===== config.mk =====
export PLATFORM = sky130hd
export DESIGN_NAME = fpfft_front
export DESIGN_NICKNAME = d
export VERILOG_FILES = /design/src/fixed_point_radix2_fft_unit_macros.svh /design/src/fpfft_pkg.sv /design/src/fpfft_front.sv
export SDC_FILE = /design/constraint.sdc
export NUM_CORES = 1
export LEC_CHECK = 0
export ABC_AREA = 1
export BUFFER_PORTS_ARGS = -buffer_cell sky130_fd_sc_hd__buf_4
export CAP_MARGIN = 20
export CORE_ASPECT_RATIO = 0.75
export CORE_MARGIN = 3
export CORE_UTILIZATION = 25
export CTS_CLUSTER_SIZE = 28
export DETAILED_ROUTE_END_ITERATION = 12
export SLEW_MARGIN = 20
export SYNTH_ARGS = -nofsm -noshare
export SYNTH_HDL_FRONTEND = slang
export SYNTH_SLANG_ARGS = --single-unit

===== constraint.sdc =====
create_clock -name clk -period 5.6 [get_ports clk]
set_input_delay 1.12 -clock clk [delete_from_list [all_inputs] [get_ports clk]]
set_output_delay 1.12 -clock clk [all_outputs]
set_load 0.005 [all_outputs]

===== src/fixed_point_radix2_fft_unit_macros.svh =====
// ----------------------------------------------------------------------------
// FFT unit assertion macros
// Shared concurrent check forms, clocked on clk and disabled in reset.
// ----------------------------------------------------------------------------
`ifndef FIXED_POINT_RADIX2_FFT_UNIT_MACROS_SVH
`define FIXED_POINT_RADIX2_FFT_UNIT_MACROS_SVH

// Consequent must hold in the same cycle as the antecedent
`define FPFFT_ASSERT_SAME(lbl, ante, cons) \
	lbl: assert property (@(posedge clk) disable iff (!arst_n) (ante) |-> (cons)) \
	else $error("fft unit check failed");

// Consequent must hold in the cycle after the antecedent
`define FPFFT_ASSERT_NEXT(lbl, ante, cons) \
	lbl: assert property (@(posedge clk) disable iff (!arst_n) (ante) |=> (cons)) \
	else $error("fft unit check failed");

`endif


===== src/fpfft_pkg.sv =====
// ----------------------------------------------------------------------------
// FFT unit package
// Payload types, queue item type, fixed-point helpers and rotation ROM.
// ----------------------------------------------------------------------------
package fpfft_pkg;

	localparam int FRAC_BITS = 30;
	localparam int LG_W      = 5;
	localparam int IDX_W     = 10;
	localparam logic signed [31:0] Q_ONE = 32'sd1073741824;

	typedef struct packed {
		logic signed [31:0] sample_real;
		logic signed [31:0] sample_imag;
	} fpfft_in_t;

	typedef struct packed {
		logic signed [31:0] bin_real;
		logic signed [31:0] bin_imag;
		logic [IDX_W-1:0]   bin_index;
		logic               bin_valid;
	} fpfft_out_t;

	// One classified sample on its way to the back end
	typedef struct packed {
		logic signed [31:0] re;
		logic signed [31:0] im;
		logic [LG_W-1:0]    lg;
		logic               first;
		logic               last;
	} fpfft_item_t;

	// Rotation constants per stage, cos and sin of -2*pi/2^s in Q2.30
	localparam logic signed [31:0] ROT_COS [17] = '{
		32'sd0, -32'sd1073741824, -32'sd46, 32'sd759250112, 32'sd992008064,
		32'sd1053110144, 32'sd1068571456, 32'sd1072448448, 32'sd1073418432,
		32'sd1073660992, 32'sd1073721600, 32'sd1073736768, 32'sd1073740544,
		32'sd1073741504, 32'sd1073741760, 32'sd1073741824, 32'sd1073741824
	};
	localparam logic signed [31:0] ROT_SIN [17] = '{
		32'sd0, 32'sd0, -32'sd1073741824, -32'sd759250112, -32'sd410903232,
		-32'sd209476640, -32'sd105245104, -32'sd52686012, -32'sd26350942,
		-32'sd13176463, -32'sd6588355, -32'sd3294192, -32'sd1647098,
		-32'sd823548, -32'sd411774, -32'sd205887, -32'sd102943
	};

	// Full signed 32 x 32 product
	function automatic logic signed [63:0] mul64(logic signed [31:0] a,
	                                             logic signed [31:0] b);
		logic signed [63:0] ax;
		logic signed [63:0] bx;
		ax = 64'(a);
		bx = 64'(b);
		return ax * bx;
	endfunction

	// Arithmetic shift back to Q2.30, kept to 32 bits
	function automatic logic signed [31:0] shift_q(logic signed [63:0] v);
		logic signed [63:0] r;
		r = v >>> FRAC_BITS;
		return r[31:0];
	endfunction

endpackage


===== src/fpfft_front.sv =====
// ----------------------------------------------------------------------------
// FFT unit front end
// Accepts samples, tags frame position flags and queues them for the back end.
// ----------------------------------------------------------------------------
module fpfft_front #(
	parameter int MAX_LOG2_POINTS = 10
) (
	input  logic                 clk,
	input  logic                 arst_n,
	input  logic                 cfg_wr_en,
	input  logic [3:0]           cfg_wr_data,
	input  logic                 in_valid,
	output logic                 in_stall,
	input  fpfft_pkg::fpfft_in_t in_data,
	output logic                 q_valid,
	input  logic                 q_pop,
	output fpfft_pkg::fpfft_item_t q_item
);
	import fpfft_pkg::*;

	localparam int AW = MAX_LOG2_POINTS;

	logic [3:0]      points_q;
	logic [AW-1:0]   count_q;
	logic            have_q;
	fpfft_item_t     fifo_q [2];
	logic            wp_q;
	logic            rp_q;
	logic [1:0]      cnt_q;

	logic [LG_W-1:0] lg_eff;
	logic [AW-1:0]   last_pos;
	logic            push;
	logic            is_last;
	fpfft_item_t     new_item;

	// Clamp the length register into the supported range
	always_comb begin
		lg_eff = LG_W'(points_q);
		if (lg_eff == '0)
			lg_eff = LG_W'(1);
		if (lg_eff > LG_W'(AW))
			lg_eff = LG_W'(AW);
		last_pos = {AW{1'b1}} >> (AW - int'(lg_eff));
		is_last  = (count_q == last_pos);
		new_item.re    = in_data.sample_real;
		new_item.im    = in_data.sample_imag;
		new_item.lg    = lg_eff;
		new_item.first = !have_q;
		new_item.last  = is_last;
	end

	assign in_stall = (cnt_q == 2'd2);
	assign push     = in_valid && !in_stall;
	assign q_valid  = (cnt_q != 2'd0);
	assign q_item   = fifo_q[rp_q];

	// Track frame position and queue occupancy
	always_ff @(posedge clk or negedge arst_n) begin
		if (!arst_n) begin
			points_q <= 4'd10;
			count_q  <= '0;
			have_q   <= 1'b0;
			wp_q     <= 1'b0;
			rp_q     <= 1'b0;
			cnt_q    <= 2'd0;
		end else begin
			if (cfg_wr_en) begin
				points_q <= cfg_wr_data;
				count_q  <= '0;
				have_q   <= 1'b0;
			end else if (push) begin
				if (is_last) begin
					count_q <= '0;
					have_q  <= 1'b1;
				end else begin
					count_q <= count_q + AW'(1);
				end
			end
			if (push)
				wp_q <= !wp_q;
			if (q_pop)
				rp_q <= !rp_q;
			cnt_q <= cnt_q + 2'(push) - 2'(q_pop);
		end
	end

	// Queue storage
	always_ff @(posedge clk) begin
		if (push)
			fifo_q[wp_q] <= new_item;
	end

endmodule


==> impl_metrics.yaml <==
run_status:
  outcome: "complete, no violations"
clocking:
  clock_sinks: 159
  cts_root_buf: "clkbuf_16"
  cts_max_level: 4
  post_cts_resize_count: 0
  clkTransAtPathRegs_ps: 70
  holdBufCountCts: 0
  cts_tree: "yes"
  clock_latency_ps: 420
  post_cts_buffers: 0
  cts_max_path_buffers: 2
  cts_buffers: 17
layout:
  final_common_cell: "buf_4"
  areaGrowthSynthToFinish_pct: 31.87
  design_area_um2: 8448
  nets: 632
  mostFrequentLayoutCells: "148 x buf_4, 140 x edfxtp_1, 70 x mux2_2, 38 x nand2_1, 25 x inv_1"
  nFillCells: 2462
  antenna_cells: 0
  drive_gt1_frac: 0.4947
sta:
  setup_tns_ps: 0
  period_needed_ps: 3621
  relSlewSlack: 0.4257
  slew_viol_final: 0
  whs_ps: 477.4
  setup_viol: 0
  fin_skew_ps: 9.635
  rsz0062_at_grt: "no"
  finalCritPeriodShare: 0.6466
  worst_slack_ps: 1979
  worst_pin_slew_ps: 859.4
  fmax_mhz: 276.2
  hold_viol_final: 0
worst_setup_path:
  crit_family: "flip-flops"
  cp.arrival_ps: 2500
  path_max_fanout: 38
  worstSetupEndpointType: "output pin"
  critPathKind: "register to output pin"
  crit_required_ps: 4480
  critPathSlowestCell: "dfrtp_2"
  path_buf_inv: 2
  max_stage_delay_ps: 910
  critPathLaunchType: "register"
  cp_common_cell: "buf_4"
  path_cells: "buf_4 -> mux2_2 -> buf_4"
yosys:
  yosys_register_bits: 159
  synthCells: 400
  yosysWarnings: 0
  syn_area_um2: 6406
  ys_seq_area_frac: 0.7309
  ys_types: 30
  synth_fp_nets: 477
  postSynthAreaPerCell_um2: 16.02
grt:
  grt_usage: 0.09709
  grt_pass1_vias: 3633
  grt_pass1_wl_um: 20000
  grt_max_degree: 51
  antenna_found_initial: 0
  grt-ovfl-total: 0
power:
  power_density_nw_per_um2: 459.4
  ir_worst_vdd_mv: 0.1972
  power.leakage_nw: 3.262
floorplan:
  core_area_um2: 25090
  die_h_um: 144.6
  rows: 50
  ioPinCount: 146
  die-area_um2: 27600
  start_util: 0.2554
  die_w_um: 190.8
place:
  place_ws_ps: 2355
  placed_cell_area_um2: 7915
  dp_hpwl_um: 8994
  port_buffers: 144
  place_congestion: 0.7562
worst_hold_path:
  hp-class: "register to register"
detailed_routing:
  drt_pre_antenna_iters: 4
  viasPerCell: 4.013
  drt-total-wl_um: 13250
  drtAntennaViolNets: 0
  num_vias: 3636
  drtIter0Drc: 169
  wl_per_cell_um: 14.63
  drcViolationCount: 0
flow_run:
  cap_violations: 0
==> worst min-delay path, delay by kind of cell, from the launching register on <==
family / cells / cell delay, ps
AND/OR/NAND/NOR: 2 / 100
flip-flops: 1 / 340
==> layout make-up <==
cell class                 count  area, um2  area share
clock buffer                  18      429.2     0.05080
tap                          338      422.9     0.05006
timing repair buffer         149       1131      0.1339
sequential                   159       4683      0.5544
clock inverter                14      103.9     0.01229
inverter                      27      101.3     0.01200
multi-input combinational    201       1577      0.1866
==> routing by layer <==
layer	part of all wire	wire (um)	global-route usage	up-vias
li1	-	-	-	1744
met1	0.45	5934	0.1210	1776
met2	0.47	6205	0.1559	99
met3	0.071	937	0.03635	17
met4	0.013	175	0.03474	0
met5	0	0	0	-
==> flip-flops by register name (all words and copies together), names as in the netlist <==
signal    flops
fifo_q      140
count_q      10
points_q      4
cnt_q         2
have_q        1
rp_q          1
wp_q          1
==> logic make-up (layout without fill, tap and decap cells) <==
kind of cell,count (synthesis),count (layout),synth area share
flops,159,159,0.7309
simple gates,97,97,0.08028
mux,70,70,0.1230
buf+inv,40,208,0.02539
xor+xnor,15,15,0.02051
compound gates,14,14,0.01152
fa+ha+maj,4,4,0.007813
other cells,1,1,0.0005854
==> cell usage after synthesis <==
cell type | instances | area share
ha_1 | 4 | 0.0078
xor2_1 | 13 | 0.018
nand3_1 | 14 | 0.011
nand2_4 | 4 | 0.0070
dfrtp_1 | 17 | 0.066
dfstp_2 | 2 | 0.0082
or2_2 | 1 | 0.00098
nand2_1 | 38 | 0.022
nand2_2 | 13 | 0.013
conb_1 | 1 | 0.00059
a21oi_2 | 1 | 0.0014
inv_2 | 1 | 0.00059
nor2_4 | 3 | 0.0053
nand3_2 | 1 | 0.0016
nand3_4 | 1 | 0.0027
buf_4 | 2 | 0.0023
clkinv_1 | 1 | 0.00059
edfxtp_1 | 140 | 0.66
nor2_2 | 3 | 0.0029
o21ai_0 | 7 | 0.0055
a21oi_1 | 5 | 0.0039
nand4_1 | 5 | 0.0049
o21ai_1 | 1 | 0.00078
clkbuf_1 | 10 | 0.0059
mux2_2 | 70 | 0.12
dlygate4sd1_1 | 1 | 0.0014
and3b_1 | 1 | 0.0014
inv_1 | 25 | 0.015
nor2_1 | 13 | 0.0076
xnor2_1 | 2 | 0.0027
==> worst paths after layout <==
kind,start,endpoint,slack [ps],depth (start not counted)
setup / recovery,rp_q$_DFFE_PN0P_,q_item[61],1980,3
hold / removal,have_q$_DFFE_PN0P_,have_q$_DFFE_PN0P_,480,2
setup reg to reg,points_q[3]$_DFFE_PN1P_,have_q$_DFFE_PN0P_,2860,16
hold reg to reg,have_q$_DFFE_PN0P_,have_q$_DFFE_PN0P_,480,2
max in group asynchronous,arst_n,points_q[3]$_DFFE_PN1P_,4760,1
min in group asynchronous,arst_n,count_q[5]$_DFFE_PN0P_,570,1
==> per-stage QoR <==
stage	util	total power, mW	std cells
2_1_floorplan	-	2.311	400
3_3_place_gp	0.3155	2.870	874
4_1_cts	0.3368	3.964	906
3_5_place_dp	0.3155	2.881	874
5_1_grt	0.3368	4.114	906
6_report	0.3368	3.881	906
==> power by group <==
| group | switching, mW | total, mW | internal [mW] |
|---|---|---|---|
| clock | 0.480 | 1.05 | 0.573 |
| sequential | 0.113 | 1.70 | 1.59 |
| combinational | 0.517 | 1.13 | 0.609 |
Power figures use the tool's default switching activity.
